**src/design/pet_pkg.sv**
```systemverilog
// Shared types, codes and defaults for the periodic event timer bank.
package pet_pkg;

  localparam int SLOT_COUNT_DEF = 16;
  localparam int TIME_BITS_DEF  = 24;

  localparam logic [1:0] MODE_ARM    = 2'd0;
  localparam logic [1:0] MODE_CANCEL = 2'd1;
  localparam logic [1:0] MODE_TICK   = 2'd2;

  localparam logic [1:0] KIND_ACK  = 2'd0;
  localparam logic [1:0] KIND_FIRE = 2'd1;
  localparam logic [1:0] KIND_IDLE = 2'd2;

  localparam logic [1:0] STATUS_OK       = 2'd0;
  localparam logic [1:0] STATUS_BUSY     = 2'd1;
  localparam logic [1:0] STATUS_ZERO_PER = 2'd2;
  localparam logic [1:0] STATUS_INACTIVE = 2'd3;

  typedef struct packed {
    logic [1:0]  mode;
    logic [3:0]  slot_index;
    logic [23:0] period_ms;
    logic [15:0] repeat_count;
    logic [23:0] elapsed_ms;
  } cmd_t;

  typedef struct packed {
    logic [1:0] kind;
    logic [3:0] fired_slot;
    logic [1:0] status;
    logic       last;
  } result_t;

  typedef enum logic [2:0] {
    ST_IDLE,
    ST_SCAN,
    ST_EVAL,
    ST_DIV,
    ST_WB,
    ST_FINISH
  } state_t;

endpackage

```
**src/design/pet_slot_ram.sv**
```systemverilog
// Slot store: countdown, period and repeat count per slot, one write and one read port.
module pet_slot_ram #(
  parameter int DEPTH = pet_pkg::SLOT_COUNT_DEF,
  parameter int AW    = 4,
  parameter int TB    = pet_pkg::TIME_BITS_DEF
) (
  input  logic          clk,
  input  logic          we,
  input  logic [AW-1:0] waddr,
  input  logic [TB-1:0] wcount,
  input  logic [TB-1:0] wperiod,
  input  logic [15:0]   wreps,
  input  logic          re,
  input  logic [AW-1:0] raddr,
  output logic [TB-1:0] rcount,
  output logic [TB-1:0] rperiod,
  output logic [15:0]   rreps
);
  import pet_pkg::*;

  logic [TB-1:0] count_mem  [DEPTH];
  logic [TB-1:0] period_mem [DEPTH];
  logic [15:0]   reps_mem   [DEPTH];

  always_ff @(posedge clk) begin
    if (we) begin
      count_mem[waddr]  <= wcount;
      period_mem[waddr] <= wperiod;
      reps_mem[waddr]   <= wreps;
    end
  end

  // hold read data until the next read
  always_ff @(posedge clk) begin
    if (re) begin
      rcount  <= count_mem[raddr];
      rperiod <= period_mem[raddr];
      rreps   <= reps_mem[raddr];
    end
  end

endmodule

```
**src/design/pet_rem.sv**
```systemverilog
// Iterative remainder unit: restoring division, one dividend bit per cycle.
module pet_rem #(
  parameter int TB = pet_pkg::TIME_BITS_DEF
) (
  input  logic          clk,
  input  logic          rst,
  input  logic          start,
  input  logic [TB-1:0] dividend,
  input  logic [TB-1:0] divisor,
  output logic          done,
  output logic [TB-1:0] remainder
);
  import pet_pkg::*;

  localparam int CW = $clog2(TB + 1);

  logic          running;
  logic [CW-1:0] count;
  logic [TB-1:0] quo;
  logic [TB-1:0] dvs;
  logic [TB:0]   trial;
  logic [TB:0]   diff;

  assign trial = {remainder, quo[TB-1]};
  assign diff  = trial - {1'b0, dvs};

  always_ff @(posedge clk) begin
    if (rst) begin
      running <= 1'b0;
      done    <= 1'b0;
      count   <= '0;
    end else begin
      done <= 1'b0;
      if (start) begin
        running <= 1'b1;
        count   <= CW'(TB);
      end else if (running) begin
        count <= count - 1'b1;
        if (count == CW'(1)) begin
          running <= 1'b0;
          done    <= 1'b1;
        end
      end
    end
  end

  always_ff @(posedge clk) begin
    if (start) begin
      remainder <= '0;
      quo       <= dividend;
      dvs       <= divisor;
    end else if (running) begin
      quo <= {quo[TB-2:0], 1'b0};
      // subtract when the trial fits, else keep the shifted value
      if (!diff[TB]) begin
        remainder <= diff[TB-1:0];
      end else begin
        remainder <= trial[TB-1:0];
      end
    end
  end

endmodule

```
**src/design/periodic_event_timer_bank.sv**
```systemverilog
// Top level: periodic timer slot bank with a tick scan sequencer.
//
//  channel   signals                     direction  handshake
//  command   start, busy, cmd            in         taken when start && !busy
//  result    result_strobe, result       out        one cycle per word, no stall
//
// Arm and cancel never leave idle; their acknowledge follows in the next cycle.
// A tick scans all SLOT_COUNT slots in order, then closes in FINISH: an inactive
// slot takes SCAN only, an active one that does not fire SCAN and EVAL, one that
// fires SCAN, EVAL, DIV and WB (the shared remainder unit takes one bit a cycle).
// Each fired word is held back until the next firing or the end of the scan,
// so last can be set on the final one. Reset clears the active bits and state.
// The receiver cannot stall; words are shown for exactly one cycle.
module periodic_event_timer_bank #(
  parameter int SLOT_COUNT = pet_pkg::SLOT_COUNT_DEF,
  parameter int TIME_BITS  = pet_pkg::TIME_BITS_DEF
) (
  input  logic             clk,
  input  logic             rst,
  input  logic             start,
  output logic             busy,
  input  pet_pkg::cmd_t    cmd,
  output logic             result_strobe,
  output pet_pkg::result_t result
);
  import pet_pkg::*;

  localparam int AW = (SLOT_COUNT > 1) ? $clog2(SLOT_COUNT) : 1;
  localparam int TB = TIME_BITS;

  state_t state, state_next;

  logic [SLOT_COUNT-1:0] active;
  logic [AW-1:0]         ptr;
  logic [TB-1:0]         elapsed;
  logic                  pend_valid;
  logic [AW-1:0]         pend_slot;

  logic          accept;
  logic          idx_ok;
  logic [AW-1:0] idx;
  logic [TB-1:0] cmd_period;
  logic          ptr_last;

  logic          mem_we;
  logic [AW-1:0] mem_waddr;
  logic [TB-1:0] mem_wcount;
  logic [TB-1:0] mem_wperiod;
  logic [15:0]   mem_wreps;
  logic          mem_re;
  logic [TB-1:0] rd_count;
  logic [TB-1:0] rd_period;
  logic [15:0]   rd_reps;

  logic          rem_start;
  logic          rem_done;
  logic [TB-1:0] rem_value;

  logic          emit;
  result_t       emit_word;
  logic          set_act;
  logic          clr_act;
  logic [AW-1:0] act_addr;
  logic          ptr_clr;
  logic          ptr_inc;
  logic          pend_load;
  logic          pend_clr;

  assign busy       = (state != ST_IDLE);
  assign accept     = start && !busy;
  assign idx_ok     = {5'd0, cmd.slot_index} < 9'(SLOT_COUNT);
  assign idx        = AW'(cmd.slot_index);
  assign cmd_period = TB'(cmd.period_ms);
  assign ptr_last   = (ptr == AW'(SLOT_COUNT - 1));

  pet_slot_ram #(.DEPTH(SLOT_COUNT), .AW(AW), .TB(TB)) u_ram (
    .clk     (clk),
    .we      (mem_we),
    .waddr   (mem_waddr),
    .wcount  (mem_wcount),
    .wperiod (mem_wperiod),
    .wreps   (mem_wreps),
    .re      (mem_re),
    .raddr   (ptr),
    .rcount  (rd_count),
    .rperiod (rd_period),
    .rreps   (rd_reps)
  );

  pet_rem #(.TB(TB)) u_rem (
    .clk       (clk),
    .rst       (rst),
    .start     (rem_start),
    .dividend  (elapsed - rd_count),
    .divisor   (rd_period),
    .done      (rem_done),
    .remainder (rem_value)
  );

  always_comb begin
    state_next = state;
    case (state)
      ST_IDLE: begin
        if (accept && cmd.mode == MODE_TICK) begin
          state_next = ST_SCAN;
        end
      end
      ST_SCAN: begin
        if (active[ptr]) begin
          state_next = ST_EVAL;
        end else if (ptr_last) begin
          state_next = ST_FINISH;
        end
      end
      ST_EVAL: begin
        if (rd_count <= elapsed) begin
          state_next = ST_DIV;
        end else if (ptr_last) begin
          state_next = ST_FINISH;
        end else begin
          state_next = ST_SCAN;
        end
      end
      ST_DIV: begin
        if (rem_done) begin
          state_next = ST_WB;
        end
      end
      ST_WB: begin
        state_next = ptr_last ? ST_FINISH : ST_SCAN;
      end
      ST_FINISH: begin
        state_next = ST_IDLE;
      end
      default: begin
        state_next = ST_IDLE;
      end
    endcase
  end

  always_comb begin
    mem_we      = 1'b0;
    mem_waddr   = ptr;
    mem_wcount  = rd_count;
    mem_wperiod = rd_period;
    mem_wreps   = rd_reps;
    mem_re      = 1'b0;
    rem_start   = 1'b0;
    emit        = 1'b0;
    emit_word   = '{kind: KIND_ACK, fired_slot: cmd.slot_index, status: STATUS_OK,
                    last: 1'b1};
    set_act     = 1'b0;
    clr_act     = 1'b0;
    act_addr    = ptr;
    ptr_clr     = 1'b0;
    ptr_inc     = 1'b0;
    pend_load   = 1'b0;
    pend_clr    = 1'b0;
    case (state)
      ST_IDLE: begin
        ptr_clr  = 1'b1;
        pend_clr = 1'b1;
        act_addr = idx;
        if (accept && cmd.mode == MODE_ARM) begin
          emit = 1'b1;
          if (cmd_period == '0) begin
            emit_word.status = STATUS_ZERO_PER;
          end else if (!idx_ok) begin
            emit_word.status = STATUS_INACTIVE;
          end else if (active[idx]) begin
            emit_word.status = STATUS_BUSY;
          end else begin
            set_act     = 1'b1;
            mem_we      = 1'b1;
            mem_waddr   = idx;
            mem_wcount  = cmd_period;
            mem_wperiod = cmd_period;
            mem_wreps   = cmd.repeat_count;
          end
        end else if (accept && cmd.mode == MODE_CANCEL) begin
          emit = 1'b1;
          if (!idx_ok || !active[idx]) begin
            emit_word.status = STATUS_INACTIVE;
          end else begin
            clr_act = 1'b1;
          end
        end
      end
      ST_SCAN: begin
        mem_re = active[ptr];
        if (!active[ptr]) begin
          ptr_inc = !ptr_last;
        end
      end
      ST_EVAL: begin
        if (rd_count <= elapsed) begin
          rem_start = 1'b1;
        end else begin
          mem_we     = 1'b1;
          mem_wcount = rd_count - elapsed;
          ptr_inc    = !ptr_last;
        end
      end
      ST_WB: begin
        mem_we     = 1'b1;
        mem_wcount = (rem_value == '0) ? rd_period : (rd_period - rem_value);
        if (rd_reps > 16'd1) begin
          mem_wreps = rd_reps - 16'd1;
        end
        clr_act   = (rd_reps == 16'd1);
        pend_load = 1'b1;
        ptr_inc   = !ptr_last;
        // release the held firing now that another one follows it
        emit      = pend_valid;
        emit_word = '{kind: KIND_FIRE, fired_slot: 4'(pend_slot), status: STATUS_OK,
                      last: 1'b0};
      end
      ST_FINISH: begin
        emit = 1'b1;
        if (pend_valid) begin
          emit_word = '{kind: KIND_FIRE, fired_slot: 4'(pend_slot), status: STATUS_OK,
                        last: 1'b1};
        end else begin
          emit_word = '{kind: KIND_IDLE, fired_slot: 4'd0, status: STATUS_OK,
                        last: 1'b1};
        end
      end
      default: begin
        emit = 1'b0;
      end
    endcase
  end

  always_ff @(posedge clk) begin
    if (rst) begin
      state         <= ST_IDLE;
      active        <= '0;
      result_strobe <= 1'b0;
      pend_valid    <= 1'b0;
      ptr           <= '0;
    end else begin
      state         <= state_next;
      result_strobe <= emit;
      if (set_act) begin
        active[act_addr] <= 1'b1;
      end else if (clr_act) begin
        active[act_addr] <= 1'b0;
      end
      if (ptr_clr) begin
        ptr <= '0;
      end else if (ptr_inc) begin
        ptr <= ptr + 1'b1;
      end
      if (pend_clr) begin
        pend_valid <= 1'b0;
      end else if (pend_load) begin
        pend_valid <= 1'b1;
      end
    end
  end

  always_ff @(posedge clk) begin
    result <= emit_word;
    if (pend_load) begin
      pend_slot <= ptr;
    end
    if (accept) begin
      elapsed <= TB'(cmd.elapsed_ms);
    end
  end

  a_tick_goes_busy: assert property (@(posedge clk) disable iff (rst)
    accept && cmd.mode == MODE_TICK |=> busy)
    else $error("tick accepted but block not busy");

  a_cmd_acknowledged: assert property (@(posedge clk) disable iff (rst)
    accept && (cmd.mode == MODE_ARM || cmd.mode == MODE_CANCEL)
      |=> result_strobe && result.last && result.kind == KIND_ACK)
    else $error("arm or cancel not acknowledged");

  a_idle_word_is_last: assert property (@(posedge clk) disable iff (rst)
    result_strobe && result.kind == KIND_IDLE |-> result.last)
    else $error("idle tick word without last");

  a_rem_done_in_div: assert property (@(posedge clk) disable iff (rst)
    rem_done |-> state == ST_DIV)
    else $error("remainder finished outside divide wait");

  a_fire_status_ok: assert property (@(posedge clk) disable iff (rst)
    result_strobe && result.kind == KIND_FIRE |-> result.status == STATUS_OK)
    else $error("fired word with nonzero status");

endmodule
```
**config.mk**
```make
export PLATFORM = sky130hd
export DESIGN_NAME = periodic_event_timer_bank
export DESIGN_NICKNAME = d
export VERILOG_FILES = /design/src/design/pet_pkg.sv /design/src/design/pet_slot_ram.sv /design/src/design/pet_rem.sv /design/src/design/periodic_event_timer_bank.sv
export SDC_FILE = /design/constraint.sdc
export NUM_CORES = 2
export LEC_CHECK = 0
export BUFFER_PORTS_ARGS = -buffer_cell sky130_fd_sc_hd__buf_2
export CAP_MARGIN = 25
export CORE_UTILIZATION = 50
export CTS_CLUSTER_SIZE = 14
export DETAILED_ROUTE_END_ITERATION = 16
export HOLD_SLACK_MARGIN = 0.08
export PLACE_DENSITY_LB_ADDON = 0.12
export RECOVER_POWER = 100
export SYNTH_ARGS = -nofsm -noshare
export SYNTH_HDL_FRONTEND = slang
export SYNTH_SLANG_ARGS = --single-unit
```
**constraint.sdc**
```tcl
create_clock -name clk -period 6.05 [get_ports clk]
set_input_delay 0.3025 -clock clk [delete_from_list [all_inputs] [get_ports clk]]
set_output_delay 0.3025 -clock clk [all_outputs]
set_load 0.01 [all_outputs]
```
[Word-level counts from Yosys, hierarchy flattened]
Memories as Yosys holds them, arrays and structs flattened. A register that Yosys moved wholly into a read port is not among the register bits.
Index checks and enable logic that the tools add are counted.
Operators by class
  equality and inequality tests: 13
  reductions and logical operators: 18
  $lt $le $gt $ge: 6
  $add $sub $neg: 7
  multiplexer cells: 76
  bitwise operators: 4
Operators with widths (number)
  $mux 24: 12
  $mux 16: 6
  $pmux 24 s3: 1
  $sub 24x24->24: 3
  $logic_not 24->1: 2
  $pmux 16 s2: 1
  $mux 1: 27
  $sub 25x24->25: 1
  $le 24x24->1: 1
  $mux 4: 5
  $mux 3: 6
  $and 16x16->16: 1
  $eq 16x1->1 const B: 1
  $gt 16x1->1 const B: 1
  $not 16->16: 1
  $or 16x16->16: 1
  $sub 16x1->16 const B: 1
  $lt 4x5->1 const B: 3
  $pmux 3 s5: 1
  $pmux 6 s2: 1
  $mux 5: 2
  $mux 9: 1
  $pmux 1 s3: 3
  $bmux 1 s4: 2
  27 further kinds: 40
Storage, ports and cells
  input bits: 73
  word-level logic and storage cells: 145
  RAM bits: 1024
  memories kept: 3
  output and inout port bits: 11
  register bits after elaboration: 141
Memory list
  u_ram.count_mem: depth 16, bits a word 24, read ports 1, clocked after memory_dff 1, wr ports 1, line pet_slot_ram.sv:21  | logic [TB-1:0] count_mem [DEPTH];
  u_ram.period_mem: depth 16, bits a word 24, read ports 1, clocked after memory_dff 1, wr ports 1, line pet_slot_ram.sv:22  | logic [TB-1:0] period_mem [DEPTH];
  u_ram.reps_mem: depth 16, bits a word 16, read ports 1, clocked after memory_dff 1, wr ports 1, line pet_slot_ram.sv:23  | logic [15:0] reps_mem [DEPTH];

[Longest topological paths before layout]
  word-level depth: 10
  depth in mapped cells: 13
  mapped depth without buffers: 13

[By module]
A second synthesis with hierarchy kept.
Second synthesis, totals
  cells, all modules: 3192
  area, all modules: 53163.5 um^2
Modules (own cells, without submodules)
  pet_slot_ram: instances 1, cells an instance 1647, area each 40214.8 um^2, sequential area each 32671.3 um^2
  periodic_event_timer_bank: instances 1, cells an instance 1084, area each 8265.4 um^2, sequential area each 1521.5 um^2
  pet_rem: instances 1, cells an instance 461, area each 4683.2 um^2, sequential area each 2062.0 um^2

[Worst setup path after synthesis]
OpenSTA, ideal clock, no wires.
  path type: register to register
  start: register ptr[0]
  end: register u_ram.rcount[0] (read register of u_ram.count_mem), enable pin
  path slack: -0.330 ns
  data arrival time: 5.802 ns
  period minus slack after synthesis: 6.380 ns
  required time: 5.472 ns
  cell stages (with the launch flop): 6
  setup time: 0.578 ns
  buffers on the path: 1
  cells stage by stage: dfxtp_1 > clkbuf_1 > mux4_2 > mux2_2 > a21oi_1 > nor3b_1
Between the ends
  cells in the longest elaborated chain, start to end: 3
RTL lines
  start, declared: line periodic_event_timer_bank.sv:34  | logic [AW-1:0] ptr;
  start signal, assigned: line periodic_event_timer_bank.sv:252  | ptr <= ptr + 1'b1;
  $bmux 1 s4: line periodic_event_timer_bank.sv:190  | mem_re = active[ptr];
  $mux 1 (implied by the code): line periodic_event_timer_bank.sv:190
  $mux 1: line periodic_event_timer_bank.sv:159  | case (state)
  net mem_re: line periodic_event_timer_bank.sv:50  | logic mem_re;
  end, declared: line pet_slot_ram.sv:15  | output logic [TB-1:0] rcount,
The timed path passes the listed nets, and every way through them passes these cells. The select of a mux whose other input is x is not followed.
A chain may end at the register's enable or synchronous reset.

[Final worst setup path]
  start: register ptr[2]
  end: register u_ram.rcount[20] (read register of u_ram.count_mem), enable pin
Same word-level chain as after synthesis.

==> out/metrics.csv <==
stage,metric,value,unit
outcome,status,"finished, violations left",
outcome,violated checks,"capacitance limit, slew limit",
detailed_routing,initial drt markers,3413,
worst_hold_path,Hold Path Stages,4,
clocking,number of CTS-inserted buffers,131,
detailed_routing,via count,30200,
synthesis,Unique masters post-synth,74,
synthesis,"Primary FF master, synth",edfxtp_1,
synthesis,Synth Cell Area,52700,um^2
global_route,antenna violations before repair,16,
synthesis,Synth area leader,edfxtp_1,
timing,Setup TNS Final,0,ns
layout,"Core Util, Final",57.4,%
synthesis,Yosys top cell area share,66.3,%
placement,gpl congestion,0.956,
synthesis,Avg Inst Size Synth,17.1,um^2
synthesis,synth warn,0,
clocking,worst-skew pair later-pin latency,0.76,ns
global_route,largest net degree at the start of global routing,122,
flow_run,total of max-cap violations,20,
clocking,Root Driver,clkbuf_16,
setup_path,r2r startpoint,ptr[2],
detailed_routing,Post-Route WL,144,mm
synthesis,Synth async-reset ratio,0,%
timing,Max Clock Skew,0.0427,ns
timing,Final min period,5.54,ns
timing,Final Slew Violations,651,
clocking,H-tree depth,4,
synthesis,"EDFF count, synth",1164,
global_route,Tot GR Track Use,27.2,%
power,peak supply drop,0.294,mV
synthesis,Post-Syn Nets,3258,
layout,fraction of layout cells with a size suffix above 1,19.6,%
power,combinational power share,8.6,%
clocking,CTS Hold Buffers Added,31,
global_route,via count of the first global-routing pass,30100,
timing,Slew @ Worst Pin,2.79,ns
layout,fin area,59800,um^2
setup_path,CP max FO,57,
timing,Final Hold Fails,0,
global_route,first-pass GRT wire length,208,mm
synthesis,Synth Register Bits,1229,
placement,dpl hpwl,88.0,mm
detailed_routing,Detail Route Antenna Nets,0,
placement,I/O Buffers,83,
die,Std-Cell Rows,118,
worst_hold_path,hold endpoint,state[2],
die,Die Height,327,um
timing,f_max,0.181,GHz
timing,final worst path period share,91.5,%
layout,Top Registers,"u_ram.count_mem x384, u_ram.period_mem x384, u_ram.reps_mem x256",
power,Leak,0.0195,uW
clocking,Clock Path Buffers,3,
setup_path,Worst Setup Start Kind,register,
layout,area delta synth->final,13.3,%
timing,"Setup violations, final",0,
die,core area,104000,um^2
placement,DP Area,55300,um^2
layout,Final nets,3443,
global_route,total grt overflow,0,
power,Sw Ratio,23.0,%
die,num ports,84,
die,die footprint,107000,um^2
setup_path,Setup CP Type,reg2reg,
clocking,CTS tree,done,
die,Die W,327,um
synthesis,synth top area cells,"edfxtp_1 66%, mux4_2 14%, dfxtp_1 2.5%, ha_1 2.3%, a21oi_1 1.3%",
clocking,postcts setup bufs,0,
timing,RSZ-0062 raised after global routing,no,
setup_path,reg2reg setup slack,0.51,ns
power,Seq pwr share,48.9,%
synthesis,cell count after synthesis,3082,
detailed_routing,drt wl/cell,30.3,um
clocking,post-CTS sizing,0,
power,internal power,14900,uW
clocking,Clock Pin Slew Worst Setup and Hold Paths,0.06,ns
timing,relative slew slack,-86.0,%
detailed_routing,drt via density,6.36,
clocking,clock sink count,1229,
setup_path,Critical Path AT,5.87,ns
setup_path,worst reg2reg path endpoint,u_ram.rcount[20],
die,Initial Utilization,50.7,%
worst_hold_path,Hold Crit Class,in2reg,
setup_path,Worst Path Required,6.39,ns
power,Power per Cell Area,324,nW/um^2
power,Psw,4440,uW
power,Clk network pwr share,42.5,%
detailed_routing,drt pass-1 iters,8,
synthesis,post-synthesis sequential area ratio,68.7,%
power,post-route total power,19300,uW
setup_path,FF-to-FF path depth,6,
detailed_routing,DRC,0,
setup_path,critical path endpoint category,register,
worst_hold_path,hold path start,cmd[69],
cell usage after synthesis (9+ instances only):
library cell  number
xor2_1            24
clkbuf_1         120
nor2b_1           18
buf_1             24
ha_1              99
a22oi_1            9
nor4_1            17
o21bai_1          17
nand3_1           32
mux4_2           328
mux2i_1           26
nand2_1          177
nor2_1           150
a211oi_1          14
a222oi_1          15
a31oi_1           16
nand4_1           12
a21o_1            41
inv_1            135
o21ai_1           16
nor3_1            42
nand2b_1          21
or3_1             19
o21ai_0          107
edfxtp_1        1164
o211ai_1          16
mux2_2             9
a21oi_1          135
o31ai_1           10
dfxtp_1           65
xnor2_1           54
o21a_1            21
power by group through the flow:
stage               Clock, uW  Sequential, uW  Combinational [uW]
floorplan                   0            9580                1150
global placement            0            9620                1580
detailed placement          0            9620                1620
CTS                      8360            9440                1650
global route             8670            9450                1820
finish                   8220            9450                1670
layout make-up:
type	instances	area [um^2]
multi-input cells	1565	15500
flip-flops and latches	1229	36300
clock buffers	164	3530
fillers	7870	44300
well taps	1380	1730
inverters	135	507
diodes	1	2.50
clock inverters	75	897
repair buffers	205	1400
metal layers:
layer | part of all wire [%] | global-route usage [%] | wire [um] | vias up
li1 | - | - | - | 12700
met1 | 41 | 39.1 | 59500 | 15800
met2 | 47 | 42.5 | 67900 | 1413
met3 | 8.3 | 4.63 | 11900 | 287
met4 | 3.2 | 8.67 | 4580 | 12
met5 | 0.050 | 0 | 72 | -
logic make-up (layout without fill, tap and decap cells):
kind of cell             after synthesis  after routing  synth area share, %
XOR/XNOR                              78             78                 1.30
flip-flops                          1229           1229                 68.7
buffers and inverters                288            579                 2.10
AO/OA/AOI/OAI                        489            489                 5.94
adder cells (fa/ha/maj)              103            103                 2.50
AND/OR/NAND/NOR                      531            531                 4.67
other                                  0              1                    0
multiplexers                         364            364                 14.7
cell usage in the layout, fill, tap and decap left out, drive strengths merged, types with 24 or more instances in the layout:
master,netlist,routed
dfxtp,65,65
dlygate4sd3,0,31
nor3,42,42
mux2i,26,26
a21o,41,41
a21oi,135,135
o21ai,123,123
mux4,329,329
nand3,33,33
ha,99,99
clkbuf,120,241
edfxtp,1164,1164
xnor2,54,54
nor2,150,150
clkinv,0,46
xor2,24,24
buf,33,97
inv,135,140
nand2,177,177
worst max path at each step:
stage / from / endpoint / cells past startpoint
global route: ptr[2] / u_ram.rcount[20] / 6
floorplan: state[1] / u_ram.count_mem[15][0] / 11
detailed placement: elapsed[0] / u_ram.reps_mem[12][14] / 12
global placement: elapsed[1] / u_ram.count_mem[4][21] / 11
CTS: u_ram.rcount[0] / u_ram.period_mem[12][17] / 13
finish: ptr[2] / u_ram.rcount[20] / 6
worst max-delay path: stages (launching register included):
cell and delay (ns):
dfxtp_1 2.22, mux4_2 0.56, mux2i_1 0.09, nor2_1 0.16, a21oi_1 0.16, nor3b_4 0.72, clkbuf_4 1.13
metrics by stage:
stage,setup slack [ns],instances,hold WS (ns)
finish,0.515,4754,0.131
floorplan,0.277,3082,0.401
detailed placement,1.39,4473,0.461
global placement,1.27,4461,0.471
global route,0.542,4753,0.126
CTS,1.32,4743,0.0931
(Power assumes the default switching activity.)
